<file path="config.mk">
export PLATFORM = sky130hd
export DESIGN_NAME = json_token_lexer
export DESIGN_NICKNAME = d
export VERILOG_FILES = /design/src/jtl_pkg.sv /design/src/jtl_front.sv /design/src/jtl_queue.sv /design/src/jtl_back.sv /design/src/json_token_lexer.sv
export SDC_FILE = /design/constraint.sdc
export NUM_CORES = 1
export LEC_CHECK = 0
export BUFFER_PORTS_ARGS = -buffer_cell sky130_fd_sc_hd__buf_2
export CAP_MARGIN = 20
export CORE_MARGIN = 10
export CORE_UTILIZATION = 25
export CTS_CLUSTER_DIAMETER = 40
export DETAILED_ROUTE_END_ITERATION = 8
export HOLD_SLACK_MARGIN = 0.06
export PLACE_DENSITY = 0.36
export RECOVER_POWER = 25
export SLEW_MARGIN = 40
export SYNTH_ARGS = -nofsm -noshare
export SYNTH_HDL_FRONTEND = slang
export SYNTH_HIERARCHICAL = 1
export SYNTH_SLANG_ARGS = --single-unit
</file>
<file path="constraint.sdc">
create_clock -name i_clk -period 5.5 [get_ports i_clk]
set_input_delay 0.275 -clock i_clk [delete_from_list [all_inputs] [get_ports i_clk]]
set_output_delay 0.275 -clock i_clk [all_outputs]
set_load 0.03 [all_outputs]
</file>
<file path="src/jtl_pkg.sv">
// Shared types, codes and character constants for the JSON token lexer.
package jtl_pkg;

    typedef enum logic [1:0] {
        KIND_CONTENT = 2'd0,
        KIND_DONE    = 2'd1,
        KIND_ERROR   = 2'd2
    } t_kind;

    localparam logic [3:0] TOK_COLON    = 4'd0;
    localparam logic [3:0] TOK_COMMA    = 4'd1;
    localparam logic [3:0] TOK_LBRACE   = 4'd2;
    localparam logic [3:0] TOK_RBRACE   = 4'd3;
    localparam logic [3:0] TOK_LBRACKET = 4'd4;
    localparam logic [3:0] TOK_RBRACKET = 4'd5;
    localparam logic [3:0] TOK_FALSE    = 4'd6;
    localparam logic [3:0] TOK_NULL     = 4'd7;
    localparam logic [3:0] TOK_TRUE     = 4'd8;
    localparam logic [3:0] TOK_NUMBER   = 4'd9;
    localparam logic [3:0] TOK_STRING   = 4'd10;

    localparam logic [2:0] ERR_UNREC   = 3'd0;
    localparam logic [2:0] ERR_KEYWORD = 3'd1;
    localparam logic [2:0] ERR_END     = 3'd2;
    localparam logic [2:0] ERR_DIGIT   = 3'd3;
    localparam logic [2:0] ERR_ZERO    = 3'd4;
    localparam logic [2:0] ERR_UNTERM  = 3'd5;
    localparam logic [2:0] ERR_ESCAPE  = 3'd6;

    localparam logic [1:0] KW_CAND_FALSE = 2'd0;
    localparam logic [1:0] KW_CAND_NULL  = 2'd1;
    localparam logic [1:0] KW_CAND_TRUE  = 2'd2;

    localparam logic [7:0] CH_TAB       = 8'h09;
    localparam logic [7:0] CH_LF        = 8'h0A;
    localparam logic [7:0] CH_CR        = 8'h0D;
    localparam logic [7:0] CH_BS        = 8'h08;
    localparam logic [7:0] CH_FF        = 8'h0C;
    localparam logic [7:0] CH_SPACE     = 8'h20;
    localparam logic [7:0] CH_QUOTE     = 8'h22;
    localparam logic [7:0] CH_PLUS      = 8'h2B;
    localparam logic [7:0] CH_COMMA     = 8'h2C;
    localparam logic [7:0] CH_MINUS     = 8'h2D;
    localparam logic [7:0] CH_DOT       = 8'h2E;
    localparam logic [7:0] CH_SLASH     = 8'h2F;
    localparam logic [7:0] CH_ZERO      = 8'h30;
    localparam logic [7:0] CH_NINE      = 8'h39;
    localparam logic [7:0] CH_COLON     = 8'h3A;
    localparam logic [7:0] CH_QMARK     = 8'h3F;
    localparam logic [7:0] CH_UP_A      = 8'h41;
    localparam logic [7:0] CH_UP_E      = 8'h45;
    localparam logic [7:0] CH_UP_F      = 8'h46;
    localparam logic [7:0] CH_UP_Z      = 8'h5A;
    localparam logic [7:0] CH_LBRACKET  = 8'h5B;
    localparam logic [7:0] CH_BACKSLASH = 8'h5C;
    localparam logic [7:0] CH_RBRACKET  = 8'h5D;
    localparam logic [7:0] CH_LO_A      = 8'h61;
    localparam logic [7:0] CH_LO_B      = 8'h62;
    localparam logic [7:0] CH_LO_E      = 8'h65;
    localparam logic [7:0] CH_LO_F      = 8'h66;
    localparam logic [7:0] CH_LO_N      = 8'h6E;
    localparam logic [7:0] CH_LO_R      = 8'h72;
    localparam logic [7:0] CH_LO_T      = 8'h74;
    localparam logic [7:0] CH_LO_U      = 8'h75;
    localparam logic [7:0] CH_LO_Z      = 8'h7A;
    localparam logic [7:0] CH_LBRACE    = 8'h7B;
    localparam logic [7:0] CH_RBRACE    = 8'h7D;

    typedef enum logic [3:0] {
        PH_IDLE,
        PH_KEYWORD,
        PH_NUM_SIGN,
        PH_NUM_ZERO,
        PH_NUM_INT,
        PH_NUM_DOT,
        PH_NUM_FRAC,
        PH_NUM_EXP,
        PH_NUM_EXPSIGN,
        PH_NUM_EXPDIG,
        PH_STR,
        PH_STR_ESC,
        PH_STR_HEX
    } t_phase;

    typedef struct packed {
        t_kind       kind;
        logic [3:0]  token_type;
        logic [7:0]  content_byte;
        logic [15:0] token_length;
        logic [2:0]  error_code;
        logic        last;
    } t_result;

    // Everything one text byte produces: one or two results
    typedef struct packed {
        logic    dual;
        t_result res0;
        t_result res1;
    } t_packet;

    typedef struct packed {
        t_phase     phase;
        logic       keyword;
        logic [1:0] cand;
        logic       space;
        logic       has_res;
        t_result    res;
    } t_start;

    function automatic t_result mk_content(input logic [3:0] ttype, input logic [7:0] b);
        t_result r;
        r = '0;
        r.kind = KIND_CONTENT;
        r.token_type = ttype;
        r.content_byte = b;
        return r;
    endfunction

    function automatic t_result mk_done(input logic [3:0] ttype, input logic [15:0] len);
        t_result r;
        r = '0;
        r.kind = KIND_DONE;
        r.token_type = ttype;
        r.token_length = len;
        return r;
    endfunction

    function automatic t_result mk_error(input logic [2:0] err);
        t_result r;
        r = '0;
        r.kind = KIND_ERROR;
        r.error_code = err;
        return r;
    endfunction

    function automatic logic is_digit(input logic [7:0] b);
        return (b >= CH_ZERO) && (b <= CH_NINE);
    endfunction

    function automatic logic is_hex(input logic [7:0] b);
        return is_digit(b) || ((b >= CH_LO_A) && (b <= CH_LO_F))
            || ((b >= CH_UP_A) && (b <= CH_UP_F));
    endfunction

endpackage

</file>
<file path="src/jtl_front.sv">
// Front end: one text byte per cycle when accepted; builds its packet, if any.
module jtl_front #(
    parameter int LENGTH_BITS = 16
) (
    input  logic             i_clk,
    input  logic             i_rst_n,
    input  logic             i_accept,
    input  logic [7:0]       i_text_byte,
    input  logic             i_end_of_input,
    output logic             o_push,
    output jtl_pkg::t_packet o_packet
);
    import jtl_pkg::*;

    t_phase                 r_phase, n_phase;
    logic [2:0]             r_prog, n_prog;
    logic [1:0]             r_cand, n_cand;
    logic [LENGTH_BITS-1:0] r_len, n_len;
    logic [2:0]             r_hex, n_hex;

    logic [LENGTH_BITS-1:0] len_inc;
    logic [1:0]             kw_sel;
    logic [2:0]             kw_len;
    logic [7:0]             kw_chr;
    logic [39:0]            kw_text;
    logic [7:0]             b;
    logic                   eoi;
    t_start                 st;
    t_result                res_a, res_b;
    logic [1:0]             nres;

    function automatic logic [15:0] sat16(input logic [LENGTH_BITS-1:0] v);
        logic [32:0] w;
        w = 33'(v);
        return (w > 33'h0FFFF) ? 16'hFFFF : w[15:0];
    endfunction

    function automatic t_start start_token(input logic [7:0] c);
        t_start s;
        s = '0;
        s.phase = PH_IDLE;
        if (((c >= CH_LO_A) && (c <= CH_LO_Z)) || ((c >= CH_UP_A) && (c <= CH_UP_Z))) begin
            if (c == CH_LO_F || c == CH_LO_N || c == CH_LO_T) begin
                s.keyword = 1'b1;
                s.phase = PH_KEYWORD;
                s.cand = (c == CH_LO_F) ? KW_CAND_FALSE :
                         (c == CH_LO_N) ? KW_CAND_NULL : KW_CAND_TRUE;
            end else begin
                s.has_res = 1'b1;
                s.res = mk_error(ERR_KEYWORD);
            end
        end else if (c == CH_MINUS) begin
            s.has_res = 1'b1;
            s.res = mk_content(TOK_NUMBER, c);
            s.phase = PH_NUM_SIGN;
        end else if (is_digit(c)) begin
            s.has_res = 1'b1;
            s.res = mk_content(TOK_NUMBER, c);
            s.phase = (c == CH_ZERO) ? PH_NUM_ZERO : PH_NUM_INT;
        end else if (c == CH_QUOTE) begin
            s.phase = PH_STR;
        end else if (c == CH_SPACE || c == CH_TAB || c == CH_LF || c == CH_CR) begin
            s.space = 1'b1;
        end else begin
            s.has_res = 1'b1;
            case (c)
                CH_COLON:    s.res = mk_done(TOK_COLON, 16'd1);
                CH_COMMA:    s.res = mk_done(TOK_COMMA, 16'd1);
                CH_LBRACE:   s.res = mk_done(TOK_LBRACE, 16'd1);
                CH_RBRACE:   s.res = mk_done(TOK_RBRACE, 16'd1);
                CH_LBRACKET: s.res = mk_done(TOK_LBRACKET, 16'd1);
                CH_RBRACKET: s.res = mk_done(TOK_RBRACKET, 16'd1);
                default:     s.res = mk_error(ERR_UNREC);
            endcase
        end
        return s;
    endfunction

    assign b   = i_text_byte;
    assign eoi = i_end_of_input;
    assign len_inc = (r_len == '1) ? r_len : r_len + 1'b1;

    // keyword spelling lookup
    always_comb begin
        kw_sel = (r_cand > KW_CAND_TRUE) ? KW_CAND_TRUE : r_cand;
        case (kw_sel)
            KW_CAND_FALSE: kw_text = "false";
            KW_CAND_NULL:  kw_text = {"null", 8'h00};
            default:       kw_text = {"true", 8'h00};
        endcase
        kw_len = (kw_sel == KW_CAND_FALSE) ? 3'd5 : 3'd4;
        case (r_prog)
            3'd0:    kw_chr = kw_text[39:32];
            3'd1:    kw_chr = kw_text[31:24];
            3'd2:    kw_chr = kw_text[23:16];
            3'd3:    kw_chr = kw_text[15:8];
            3'd4:    kw_chr = kw_text[7:0];
            default: kw_chr = 8'h00;
        endcase
    end

    always_comb begin
        n_phase = r_phase;
        n_prog  = r_prog;
        n_cand  = r_cand;
        n_len   = r_len;
        n_hex   = r_hex;
        res_a   = '0;
        res_b   = '0;
        nres    = 2'd0;
        st      = start_token(b);
        if (i_accept) begin
            unique case (r_phase)
                PH_IDLE: begin
                    if (!eoi) begin
                        n_phase = st.phase;
                        n_len = st.space ? '0 : LENGTH_BITS'(1);
                        if (st.keyword) begin
                            n_cand = st.cand;
                            n_prog = 3'd1;
                        end
                        if (st.has_res) begin
                            res_a = st.res;
                            nres = 2'd1;
                        end
                    end
                end
                PH_KEYWORD: begin
                    nres = 2'd1;
                    if (eoi || r_prog >= kw_len || b != kw_chr) begin
                        res_a = mk_error(ERR_KEYWORD);
                        n_phase = PH_IDLE;
                    end else begin
                        n_prog = r_prog + 3'd1;
                        n_len = len_inc;
                        if (r_prog + 3'd1 == kw_len) begin
                            res_a = mk_done(TOK_FALSE + 4'(kw_sel), sat16(len_inc));
                            n_phase = PH_IDLE;
                        end else begin
                            nres = 2'd0;
                        end
                    end
                end
                PH_NUM_SIGN, PH_NUM_DOT, PH_NUM_EXPSIGN: begin
                    nres = 2'd1;
                    if (eoi) begin
                        res_a = mk_error(ERR_END);
                        n_phase = PH_IDLE;
                    end else if (!is_digit(b)) begin
                        res_a = mk_error(ERR_DIGIT);
                        n_phase = PH_IDLE;
                    end else begin
                        res_a = mk_content(TOK_NUMBER, b);
                        n_len = len_inc;
                        if (r_phase == PH_NUM_SIGN) begin
                            n_phase = (b == CH_ZERO) ? PH_NUM_ZERO : PH_NUM_INT;
                        end else if (r_phase == PH_NUM_DOT) begin
                            n_phase = PH_NUM_FRAC;
                        end else begin
                            n_phase = PH_NUM_EXPDIG;
                        end
                    end
                end
                PH_NUM_EXP: begin
                    nres = 2'd1;
                    if (eoi) begin
                        res_a = mk_error(ERR_END);
                        n_phase = PH_IDLE;
                    end else if (b == CH_PLUS || b == CH_MINUS) begin
                        res_a = mk_content(TOK_NUMBER, b);
                        n_len = len_inc;
                        n_phase = PH_NUM_EXPSIGN;
                    end else if (is_digit(b)) begin
                        res_a = mk_content(TOK_NUMBER, b);
                        n_len = len_inc;
                        n_phase = PH_NUM_EXPDIG;
                    end else begin
                        res_a = mk_error(ERR_DIGIT);
                        n_phase = PH_IDLE;
                    end
                end
                PH_NUM_ZERO, PH_NUM_INT, PH_NUM_FRAC, PH_NUM_EXPDIG: begin
                    nres = 2'd1;
                    if (eoi) begin
                        res_a = mk_done(TOK_NUMBER, sat16(r_len));
                        n_phase = PH_IDLE;
                    end else if (is_digit(b)) begin
                        if (r_phase == PH_NUM_ZERO) begin
                            res_a = mk_error(ERR_ZERO);
                            n_phase = PH_IDLE;
                        end else begin
                            res_a = mk_content(TOK_NUMBER, b);
                            n_len = len_inc;
                        end
                    end else if (b == CH_DOT
                                 && (r_phase == PH_NUM_ZERO || r_phase == PH_NUM_INT)) begin
                        res_a = mk_content(TOK_NUMBER, b);
                        n_len = len_inc;
                        n_phase = PH_NUM_DOT;
                    end else if ((b == CH_LO_E || b == CH_UP_E) && r_phase != PH_NUM_EXPDIG) begin
                        res_a = mk_content(TOK_NUMBER, b);
                        n_len = len_inc;
                        n_phase = PH_NUM_EXP;
                    end else begin
                        // number ends; this byte starts the next token
                        res_a = mk_done(TOK_NUMBER, sat16(r_len));
                        n_phase = st.phase;
                        n_len = st.space ? '0 : LENGTH_BITS'(1);
                        if (st.keyword) begin
                            n_cand = st.cand;
                            n_prog = 3'd1;
                        end
                        if (st.has_res) begin
                            res_b = st.res;
                            nres = 2'd2;
                        end
                    end
                end
                PH_STR: begin
                    nres = 2'd1;
                    if (eoi || b < CH_SPACE) begin
                        res_a = mk_error(ERR_UNTERM);
                        n_phase = PH_IDLE;
                    end else if (b == CH_QUOTE) begin
                        n_len = len_inc;
                        res_a = mk_done(TOK_STRING, sat16(len_inc));
                        n_phase = PH_IDLE;
                    end else if (b == CH_BACKSLASH) begin
                        n_len = len_inc;
                        n_phase = PH_STR_ESC;
                        nres = 2'd0;
                    end else begin
                        n_len = len_inc;
                        res_a = mk_content(TOK_STRING, b);
                    end
                end
                PH_STR_ESC: begin
                    nres = 2'd1;
                    n_len = len_inc;
                    n_phase = PH_STR;
                    if (eoi) begin
                        res_a = mk_error(ERR_UNTERM);
                        n_len = r_len;
                        n_phase = PH_IDLE;
                    end else begin
                        case (b)
                            CH_LO_B: res_a = mk_content(TOK_STRING, CH_BS);
                            CH_LO_F: res_a = mk_content(TOK_STRING, CH_FF);
                            CH_LO_N: res_a = mk_content(TOK_STRING, CH_LF);
                            CH_LO_R: res_a = mk_content(TOK_STRING, CH_CR);
                            CH_LO_T: res_a = mk_content(TOK_STRING, CH_TAB);
                            CH_QUOTE, CH_BACKSLASH, CH_SLASH:
                                res_a = mk_content(TOK_STRING, b);
                            CH_LO_U: begin
                                nres = 2'd0;
                                n_hex = 3'd4;
                                n_phase = PH_STR_HEX;
                            end
                            default: begin
                                res_a = mk_error(ERR_ESCAPE);
                                n_len = r_len;
                                n_phase = PH_IDLE;
                            end
                        endcase
                    end
                end
                PH_STR_HEX: begin
                    nres = 2'd1;
                    if (eoi) begin
                        res_a = mk_error(ERR_END);
                        n_phase = PH_IDLE;
                    end else if (!is_hex(b)) begin
                        res_a = mk_error(ERR_DIGIT);
                        n_phase = PH_IDLE;
                    end else if (r_hex > 3'd1) begin
                        nres = 2'd0;
                        n_hex = r_hex - 3'd1;
                        n_len = len_inc;
                    end else begin
                        n_hex = 3'd0;
                        n_len = len_inc;
                        res_a = mk_content(TOK_STRING, CH_QMARK);
                        n_phase = PH_STR;
                    end
                end
                default: begin
                    n_phase = PH_IDLE;
                    n_prog  = 3'd0;
                    n_cand  = 2'd0;
                    n_len   = '0;
                    n_hex   = 3'd0;
                end
            endcase
        end
        if (nres == 2'd2) begin
            res_b.last = 1'b1;
        end else begin
            res_a.last = 1'b1;
        end
        o_push = i_accept && (nres != 2'd0);
        o_packet.dual = (nres == 2'd2);
        o_packet.res0 = res_a;
        o_packet.res1 = res_b;
    end

    always_ff @(posedge i_clk) begin
        if (!i_rst_n) begin
            r_phase <= PH_IDLE;
            r_prog  <= 3'd0;
            r_cand  <= 2'd0;
            r_len   <= '0;
            r_hex   <= 3'd0;
        end else begin
            r_phase <= n_phase;
            r_prog  <= n_prog;
            r_cand  <= n_cand;
            r_len   <= n_len;
            r_hex   <= n_hex;
        end
    end

endmodule

</file>
<file path="src/jtl_queue.sv">
// Short packet queue between the lexer front end and the result serialiser.
module jtl_queue #(
    parameter int QUEUE_DEPTH = 4
) (
    input  logic             i_clk,
    input  logic             i_rst_n,
    input  logic             i_push,
    input  jtl_pkg::t_packet i_packet,
    input  logic             i_pop,
    output logic             o_full,
    output logic             o_empty,
    output jtl_pkg::t_packet o_head
);
    import jtl_pkg::*;

    localparam int PTR_W = $clog2(QUEUE_DEPTH);
    localparam int CNT_W = $clog2(QUEUE_DEPTH + 1);
    localparam logic [PTR_W-1:0] LAST_IDX = PTR_W'(QUEUE_DEPTH - 1);
    localparam logic [CNT_W-1:0] FULL_CNT = CNT_W'(QUEUE_DEPTH);

    t_packet          r_mem [QUEUE_DEPTH];
    logic [PTR_W-1:0] r_wr, n_wr;
    logic [PTR_W-1:0] r_rd, n_rd;
    logic [CNT_W-1:0] r_cnt, n_cnt;
    logic             do_push, do_pop;

    assign o_full  = (r_cnt == FULL_CNT);
    assign o_empty = (r_cnt == '0);
    assign o_head  = r_mem[r_rd];
    assign do_push = i_push && !o_full;
    assign do_pop  = i_pop && !o_empty;

    always_comb begin
        n_wr  = r_wr;
        n_rd  = r_rd;
        n_cnt = r_cnt;
        if (do_push) begin
            n_wr = (r_wr == LAST_IDX) ? '0 : r_wr + 1'b1;
        end
        if (do_pop) begin
            n_rd = (r_rd == LAST_IDX) ? '0 : r_rd + 1'b1;
        end
        if (do_push && !do_pop) begin
            n_cnt = r_cnt + 1'b1;
        end else if (do_pop && !do_push) begin
            n_cnt = r_cnt - 1'b1;
        end
    end

    always_ff @(posedge i_clk) begin
        if (do_push) begin
            r_mem[r_wr] <= i_packet;
        end
    end

    always_ff @(posedge i_clk) begin
        if (!i_rst_n) begin
            r_wr  <= '0;
            r_rd  <= '0;
            r_cnt <= '0;
        end else begin
            r_wr  <= n_wr;
            r_rd  <= n_rd;
            r_cnt <= n_cnt;
        end
    end

endmodule

</file>
<file path="src/jtl_back.sv">
// Result serialiser: holds one packet and hands out its results one transaction at a time.
module jtl_back (
    input  logic             i_clk,
    input  logic             i_rst_n,
    input  jtl_pkg::t_packet i_head,
    input  logic             i_q_empty,
    output logic             o_q_pop,
    input  logic             i_pop,
    output logic             o_empty,
    output jtl_pkg::t_result o_result
);
    import jtl_pkg::*;

    logic    r_valid;
    logic    r_idx;
    t_packet r_pkt;
    logic    take, load;

    assign take    = i_pop && r_valid;
    // second result of a dual packet goes out before the next packet loads
    assign load    = !r_valid || (take && (r_idx || !r_pkt.dual));
    assign o_q_pop = load && !i_q_empty;
    assign o_empty = !r_valid;
    assign o_result = r_idx ? r_pkt.res1 : r_pkt.res0;

    always_ff @(posedge i_clk) begin
        if (!i_rst_n) begin
            r_valid <= 1'b0;
            r_idx   <= 1'b0;
        end else if (load) begin
            r_valid <= !i_q_empty;
            r_idx   <= 1'b0;
        end else if (take) begin
            r_idx   <= 1'b1;
        end
    end

    always_ff @(posedge i_clk) begin
        if (load) begin
            r_pkt <= i_head;
        end
    end

endmodule

</file>
<file path="src/json_token_lexer.sv">
// JSON token lexer top level: front end, packet queue and result serialiser.
// Takes one byte of JSON text per cycle (push while full is low) and produces
// zero, one or two results for it: content bytes of numbers and strings, a
// token-complete result with type and source length, or an error. Results
// leave one per cycle (pop while empty is low), so a byte that both ends a
// number and gives a result of its own yields two results. The front end
// never stalls on its own; input backs up only when the QUEUE_DEPTH-entry
// packet queue between the lexer and the serialiser fills, which happens when
// the output side is popped more slowly than results are made. Each result
// is registered in the queue and then in the serialiser. No clearing pass
// after reset; the block takes text from the first cycle after reset.
module json_token_lexer #(
    parameter int LENGTH_BITS = 16,
    parameter int QUEUE_DEPTH = 4
) (
    input  logic        i_clk,
    input  logic        i_rst_n,
    input  logic        push,
    output logic        full,
    input  logic [7:0]  i_text_byte,
    input  logic        i_end_of_input,
    output logic        empty,
    input  logic        pop,
    output logic [1:0]  o_result_kind,
    output logic [3:0]  o_token_type,
    output logic [7:0]  o_content_byte,
    output logic [15:0] o_token_length,
    output logic [2:0]  o_error_code,
    output logic        o_last
);
    import jtl_pkg::*;

    logic    accept;
    logic    f_push;
    t_packet f_packet;
    logic    q_pop, q_empty;
    t_packet q_head;
    t_result result;

    assign accept = push && !full;

    jtl_front #(
        .LENGTH_BITS(LENGTH_BITS)
    ) u_front (
        .i_clk          (i_clk),
        .i_rst_n        (i_rst_n),
        .i_accept       (accept),
        .i_text_byte    (i_text_byte),
        .i_end_of_input (i_end_of_input),
        .o_push         (f_push),
        .o_packet       (f_packet)
    );

    jtl_queue #(
        .QUEUE_DEPTH(QUEUE_DEPTH)
    ) u_queue (
        .i_clk    (i_clk),
        .i_rst_n  (i_rst_n),
        .i_push   (f_push),
        .i_packet (f_packet),
        .i_pop    (q_pop),
        .o_full   (full),
        .o_empty  (q_empty),
        .o_head   (q_head)
    );

    jtl_back u_back (
        .i_clk     (i_clk),
        .i_rst_n   (i_rst_n),
        .i_head    (q_head),
        .i_q_empty (q_empty),
        .o_q_pop   (q_pop),
        .i_pop     (pop),
        .o_empty   (empty),
        .o_result  (result)
    );

    assign o_result_kind  = result.kind;
    assign o_token_type   = result.token_type;
    assign o_content_byte = result.content_byte;
    assign o_token_length = result.token_length;
    assign o_error_code   = result.error_code;
    assign o_last         = result.last;

endmodule

</file>
==> run_results.csv, run 1 <==
group,metric,value,unit
finish,layout.cells.most_common,"edfxtp_1",
power,swShare,0.273,
finish,regArea,11100,µm²
clock_tree,cts_tree,"yes",
yosys,synthTopCellsByArea,"edfxtp_1 59%, mux4_2 8.8%, dfxtp_1 4.4%",
sta,fin_ws,965,ps
global_routing,overflow,0,
power,seqPwrFrac,0.407,
sta,hold_viol_final,0,
sta,fmax,0.220,GHz
critical_path,path_max_fanout,27,
die,num_rows,97,
outcome,status,"finished, violations left",
place,place_ws,1020,ps
sta,fin_skew,34.0,ps
die,dieWidth,286,µm
finish,layout_common_cells,"345 x edfxtp_1, 82 x nor2_1, 77 x nand2_1",
global_routing,antenna_found_initial,5,
detailed_routing,drt_drc_violations_left,0,
die,start_util,0.252,
finish,layout.nets,1334,
die,pin_count,49,
detailed_routing,drt-pass1-iter-count,5,
yosys,netlist_area,17600,µm²
sta,tns,0,ps
power,p_int,6.76,mW
global_routing,grt_max_degree,43,
global_routing,grt_pass1_vias,11327,
clock_tree,clk_pin_slew,50,ps
hold_path,hold_class,"primary input to flop",
critical_path,critPathRequiredTime,6020,ps
yosys,ys_seq_elements,384,
die,coreArea,70000,µm²
sta,rsz0062_at_grt,"false",
outcome,violations,"capacitance limit, slew limit",
finish,utilization,0.301,
global_routing,grt_first_pass_wirelength,74.3,mm
power,total_power,9.30,mW
clock_tree,cts_buffer_depth,3,
detailed_routing,drt_iter0_drc,983,
sta,final.min_clock_period,4540,ps
detailed_routing,routedWlPerCell,21.2,µm
yosys,synth_edf_count,345,
yosys,syn_avg_cell_area,14.3,µm²
global_routing,grt_util_all_layers,0.119,
detailed_routing,vias,10878,
critical_path,critPathKind,"flop to flop",
job,cap_violations,3,
power,p_leak,6.76,nW
die,dieArea,81600,µm²
power,comb_power_share,0.159,
place,gp_congestion,0.860,
power,power.switching,2.54,mW
critical_path,cp-end-kind,"flop",
yosys,synth_top_flop_cell,"edfxtp_1",
critical_path,start_kind,"flop",
sta,slew_headroom,-0.788,
finish,fillCellCount,7050,
place,io_buffers,48,
detailed_routing,antenna_left,0,
finish,drive_above_1_share,0.212,
yosys,synth_top_area_share,0.587,
clock_tree,clock_sinks,384,
finish,stdcell_count,2301,
clock_tree,cts_buffers,67,
sta,period_share,0.825,
clock_tree,h-tree-depth,3,
die,die_h,286,µm
sta,slew_violations,82,
power,peakVddDrop,0.180,mV
clock_tree,clock_tree.root_cell,"clkbuf_16",
power,power_density,441,nW/µm²
yosys,synth.distinct_cells,90,
finish,multi_input_comb_area,5960,µm²
critical_path,worst-r2r-setup-slack,960,ps
yosys,synthCells,1233,
yosys,yosys_warnings,6,
sta,setup_violations,0,
yosys,synthArstFlopShare,0,
clock_tree,cts_resized,0,
sta,worst_pin_slew,2680,ps
finish,area_delta_synth_final,19.6,%
detailed_routing,vias_per_cell,4.73,
clock_tree,clock_latency,600,ps
yosys,synth_top_area_cell,"edfxtp_1",
detailed_routing,wl,48.7,mm
place,place_inst,2175,
place,dpl.hpwl,31.8,mm
yosys,seq_area_frac_synth,0.632,
power,clkPwrFrac,0.434,
critical_path,critical_path_arrival,5060,ps
[worst max-delay path, cell delays in order, from the launching register on]
cell and delay [ps]:
dfxtp_1 400, clkbuf_1 890, nand2_1 270, nor2_1 480, o22ai_1 170, nand4_1 170
a21oi_1 90, o21ai_0 150, nor2b_1 490, ha_1 280, inv_1 60, fa_1 370
xor2_1 180, or3_1 300, a21boi_0 150
[metrics by stage]
stage / area [µm²] / hold WS, ps
after global routing: 21100 / 300
after CTS: 21100 / 273
after floorplan: 17700 / 425
final: 21100 / 295
after global placement: 18900 / 465
after detailed placement: 18900 / 461
[logic make-up after synthesis]
group / count (synthesis) / share of synthesized area
other: 1 / 0.000213
xor gates and xnor gates: 7 / 0.00348
and+or+nand+nor: 367 / 0.111
buffers and inverters: 117 / 0.0367
adders and majority gates: 16 / 0.0118
DFF: 384 / 0.632
AOI/OAI and AO/OA: 226 / 0.0887
muxes: 115 / 0.117
[synthesized netlist by cell type (10+ instances only)]
cell type / instances
edfxtp_1: 345
and3_1: 11
or3_1: 16
and2_1: 22
o21ai_0: 36
ha_1: 15
mux2_2: 35
nand2b_1: 17
mux2i_1: 11
inv_1: 20
mux4_2: 69
a211oi_1: 13
o22ai_1: 15
o31ai_1: 14
nor3_1: 31
nor2_1: 82
a31oi_1: 18
dfxtp_1: 39
nand2_1: 77
nor2b_1: 10
a21oi_1: 45
buf_4: 30
nand4_1: 10
buf_2: 15
clkbuf_1: 41
nand3_1: 39
[sequential cells by signal, summed over array words and instances, names as in the netlist, named ones only]
signal and flops:
u_queue/r_mem 276, u_back/r_pkt 69, u_front/r_len 16, u_front/r_phase 4, u_front/r_hex 3, u_front/r_prog 3, u_queue/r_cnt 3, u_front/r_cand 2
u_queue/r_rd 2, u_queue/r_wr 2, u_back/r_idx 1, u_back/r_valid 1
[final timing paths]
path | from | end | cells after the start
setup / recovery | u_front/r_phase[1] | u_queue/r_cnt[2] | 14
hold / removal | i_rst_n | u_front/r_prog[0] | 3
setup reg to reg | u_front/r_phase[1] | u_queue/r_cnt[2] | 14
hold reg to reg | u_back/r_valid | u_back/r_idx | 1
[power groups by stage]
stage	combinational, mW	clock, mW	sequential, mW
after CTS	1.58	4.17	3.80
after floorplan	1.17	0	3.76
after detailed placement	1.57	0	3.86
after global placement	1.58	0	3.85
after global routing	1.61	4.32	3.83
final	1.48	4.04	3.79
[layout make-up]
cell class / instances / share of cell area
well taps: 940 / 0.0557
multi-input cells: 752 / 0.282
clock buffers: 80 / 0.0832
diodes: 3 / 0.000356
inverters: 20 / 0.00356
repair buffers: 80 / 0.0251
flip-flops and latches: 384 / 0.528
clock inverters: 42 / 0.0215
[repair_timing]
item | in CTS | in global routing
setup buffers | 0 | 0
hold buffers | 1 | 0
endpoints found under the hold margin | 1 | 0
[layer usage]
layer	routed length, µm	vias up	track usage
met1	22000	5549	0.156
met4	1180	4	0.0437
li1	-	4983	-
met5	27	-	0
met3	2320	80	0.0238
met2	23100	262	0.193
No activity file was read; power rests on OpenSTA's default activity.
==> run 2, diff against run 1 <==
- ABC_AREA: unset -> 1
- clock period: 5.5 -> 4.6 ns (I/O delays scaled with it)
==> run_results.csv, run 2 <==
group,metric,value,unit
die,die_h,292,µm
detailed_routing,routedWlPerCell,19.0,µm
finish,largest_register_ff_count,276,
die,start_util,0.253,
yosys,synth_top_flop_cell,"edfxtp_1",
sta,hold_viol_final,0,
critical_path,path_max_fanout,23,
finish,area_delta_synth_final,19.4,%
critical_path,worst-r2r-setup-slack,570,ps
die,dieArea,85300,µm²
yosys,seq_area_frac_synth,0.602,
sta,setup_violations,0,
yosys,netlist_area,18500,µm²
sta,worst_pin_slew,2110,ps
clock_tree,cts_buffer_depth,3,
yosys,synthTopCellsByArea,"edfxtp_1 56%, nand2_1 8.5%, nor2_1 5.0%",
global_routing,overflow,0,
finish,drive_above_1_share,0.117,
power,p_leak,8.43,nW
critical_path,critical_path_arrival,4310,ps
die,pin_count,49,
clock_tree,cts_tree,"yes",
yosys,ys_seq_elements,384,
detailed_routing,drt_iter0_drc,874,
place,placed_area,19700,µm²
critical_path,critPathKind,"flop to flop",
job,cap_violations,2,
yosys,synth.distinct_cells,52,
detailed_routing,vias_per_cell,4.62,
sta,rsz0062_at_grt,"false",
clock_tree,h-tree-depth,3,
global_routing,grt_first_pass_wirelength,86.7,mm
sta,slew_headroom,-0.406,
sta,final.min_clock_period,4030,ps
clock_tree,clk_pin_slew,50,ps
detailed_routing,vias,13808,
sta,holdWs,97.0,ps
yosys,synth_edf_count,345,
global_routing,grt_util_all_layers,0.131,
yosys,synthArstFlopShare,0,
detailed_routing,drt_drc_violations_left,0,
power,peakVddDrop,0.285,mV
clock_tree,clock_tree.root_cell,"clkbuf_16",
place,io_buffers,48,
finish,largest_registers,"u_queue/r_mem: 276 flops, u_back/r_pkt: 69 flops, u_front/r_len: 16 flops",
finish,layout_common_cells,"422 x nand2_1, 345 x edfxtp_1, 246 x nor2_1",
detailed_routing,wl,56.8,mm
sta,slew_violations,82,
sta,fin_skew,22.1,ps
critical_path,r2r_cells,17,
clock_tree,clock_sinks,384,
finish,top_register,"u_queue/r_mem",
hold_path,worstHoldPathCells,3,
clock_tree,cts_buffers,75,
yosys,synth_top_area_share,0.560,
die,coreArea,73200,µm²
global_routing,grt_pass1_vias,13744,
hold_path,hold_class,"primary input to flop",
yosys,synth_top_area_cell,"edfxtp_1",
finish,final_cell_area,22100,µm²
place,dpl.hpwl,36.5,mm
detailed_routing,drt-pass1-iter-count,6,
outcome,status,"finished, violations left",
yosys,synth_commonest_cells,"418 x nand2_1, 345 x edfxtp_1, 249 x nor2_1",
sta,period_share,0.876,
sta,fmax,0.248,GHz
place,gp_congestion,0.891,
critical_path,critPathRequiredTime,4880,ps
finish,layout.cells.most_common,"nand2_1",
critical_path,start_kind,"flop",
die,dieWidth,292,µm
global_routing,grt_max_degree,70,
yosys,synthCells,1904,
critical_path,cp-end-kind,"flop",
die,num_rows,99,
yosys,synth.most_common_cell,"nand2_1",
clock_tree,clock_latency,590,ps
global_routing,antenna_found_initial,3,
finish,layout.nets,2000,
detailed_routing,antenna_left,0,
outcome,violations,"capacitance limit, slew limit",
power,power_density,569,nW/µm²
yosys,syn_avg_cell_area,9.72,µm²
yosys,yosys_warnings,6,
## run 2: cell types whose count changed after synthesis, moves of 22 or more
cell,before,now
nand2_1,77,418
nor2_1,82,249
inv_1,20,128
o21ai_0,36,134
mux4_2,69,0
o21ai_1,3,64
o22ai_1,15,70
nand3_1,39,82
mux2_2,35,0
nand4_1,10,37
a21oi_1,45,71
inv_2,0,24
and2_1,22,0
## run 2: report_power, final
group / total, mW / internal (mW) / leakage, nW / switching [mW]
sequential: 4.71 / 4.50 / 3.63 / 0.214
combinational: 2.60 / 0.633 / 3.61 / 1.97
clock: 5.26 / 3.41 / 1.19 / 1.85
## run 2: final cells by class
cell class,instances,area [µm²]
Sequential cell,384,11100
Clock buffer,88,2000
Multi-Input combinational cell,1275,6140
Fill cell,7559,51100
Antenna cell,1,2.50
Inverter,158,603
Tap cell,959,1200
Timing Repair Buffer,77,548
Clock inverter,47,463
## run 2: worst paths after layout
| kind | endpoint | startpoint |
|---|---|---|
| worst min register to register | u_front/r_hex[2] | u_front/r_hex[2] |
| worst min-delay path | u_queue/r_wr[1] | i_rst_n |
| worst max-delay path | u_queue/r_mem[2][13] | u_front/r_phase[1] |
| worst max register to register | u_queue/r_mem[2][13] | u_front/r_phase[1] |
## run 2: what timing repair did
action / in CTS / in global routing
endpoints found under the hold margin: 2 / 0
hold buffers: 1 / 0
setup buffers: 0 / 0
resized for setup: 0 / 0
## run 2: kinds of logic after synthesis
group                    after synthesis  synth area share
flip-flops                           384             0.602
XOR/XNOR                               9           0.00426
AND/OR/NAND/NOR                      872             0.207
other                                  1          0.000203
adder cells (fa/ha/maj)               16            0.0112
buffers and inverters                265            0.0718
AO/OA/AOI/OAI                        357             0.104
## run 2: critical path, cell delays in order (launching register included)
cell and delay (ps):
dfxtp_1 350, nand2_1 200, clkinv_1 90, nand2_1 120, o21ai_0 170, nand3_1 170
nand3_1 150, nor2_1 220, inv_1 70, nor2_1 250, clkinv_1 160, nor2_2 100
buf_4 180, inv_2 120, nand2_1 120, nand2_1 280, nor2_4 640, buf_12 270
## run 2: metal layers
metal | routed length [µm] | track usage
met5 | 13 | 0
met1 | 26100 | 0.171
met3 | 2480 | 0.0244
met4 | 1310 | 0.0417
met2 | 26900 | 0.218
## run 2: metrics by stage
step | power (mW) | setup slack, ps | utilization | instances | TNS, ps
global route | 13.3 | 170 | 0.302 | 2989 | 0
finish | 12.6 | 569 | 0.302 | 2989 | 0
global placement | 7.53 | 759 | 0.269 | 2852 | 0
CTS | 12.9 | 678 | 0.303 | 2988 | 0
detailed placement | 7.53 | 689 | 0.269 | 2852 | 0
floorplan | 6.60 | -867 | - | 1924 | -239310
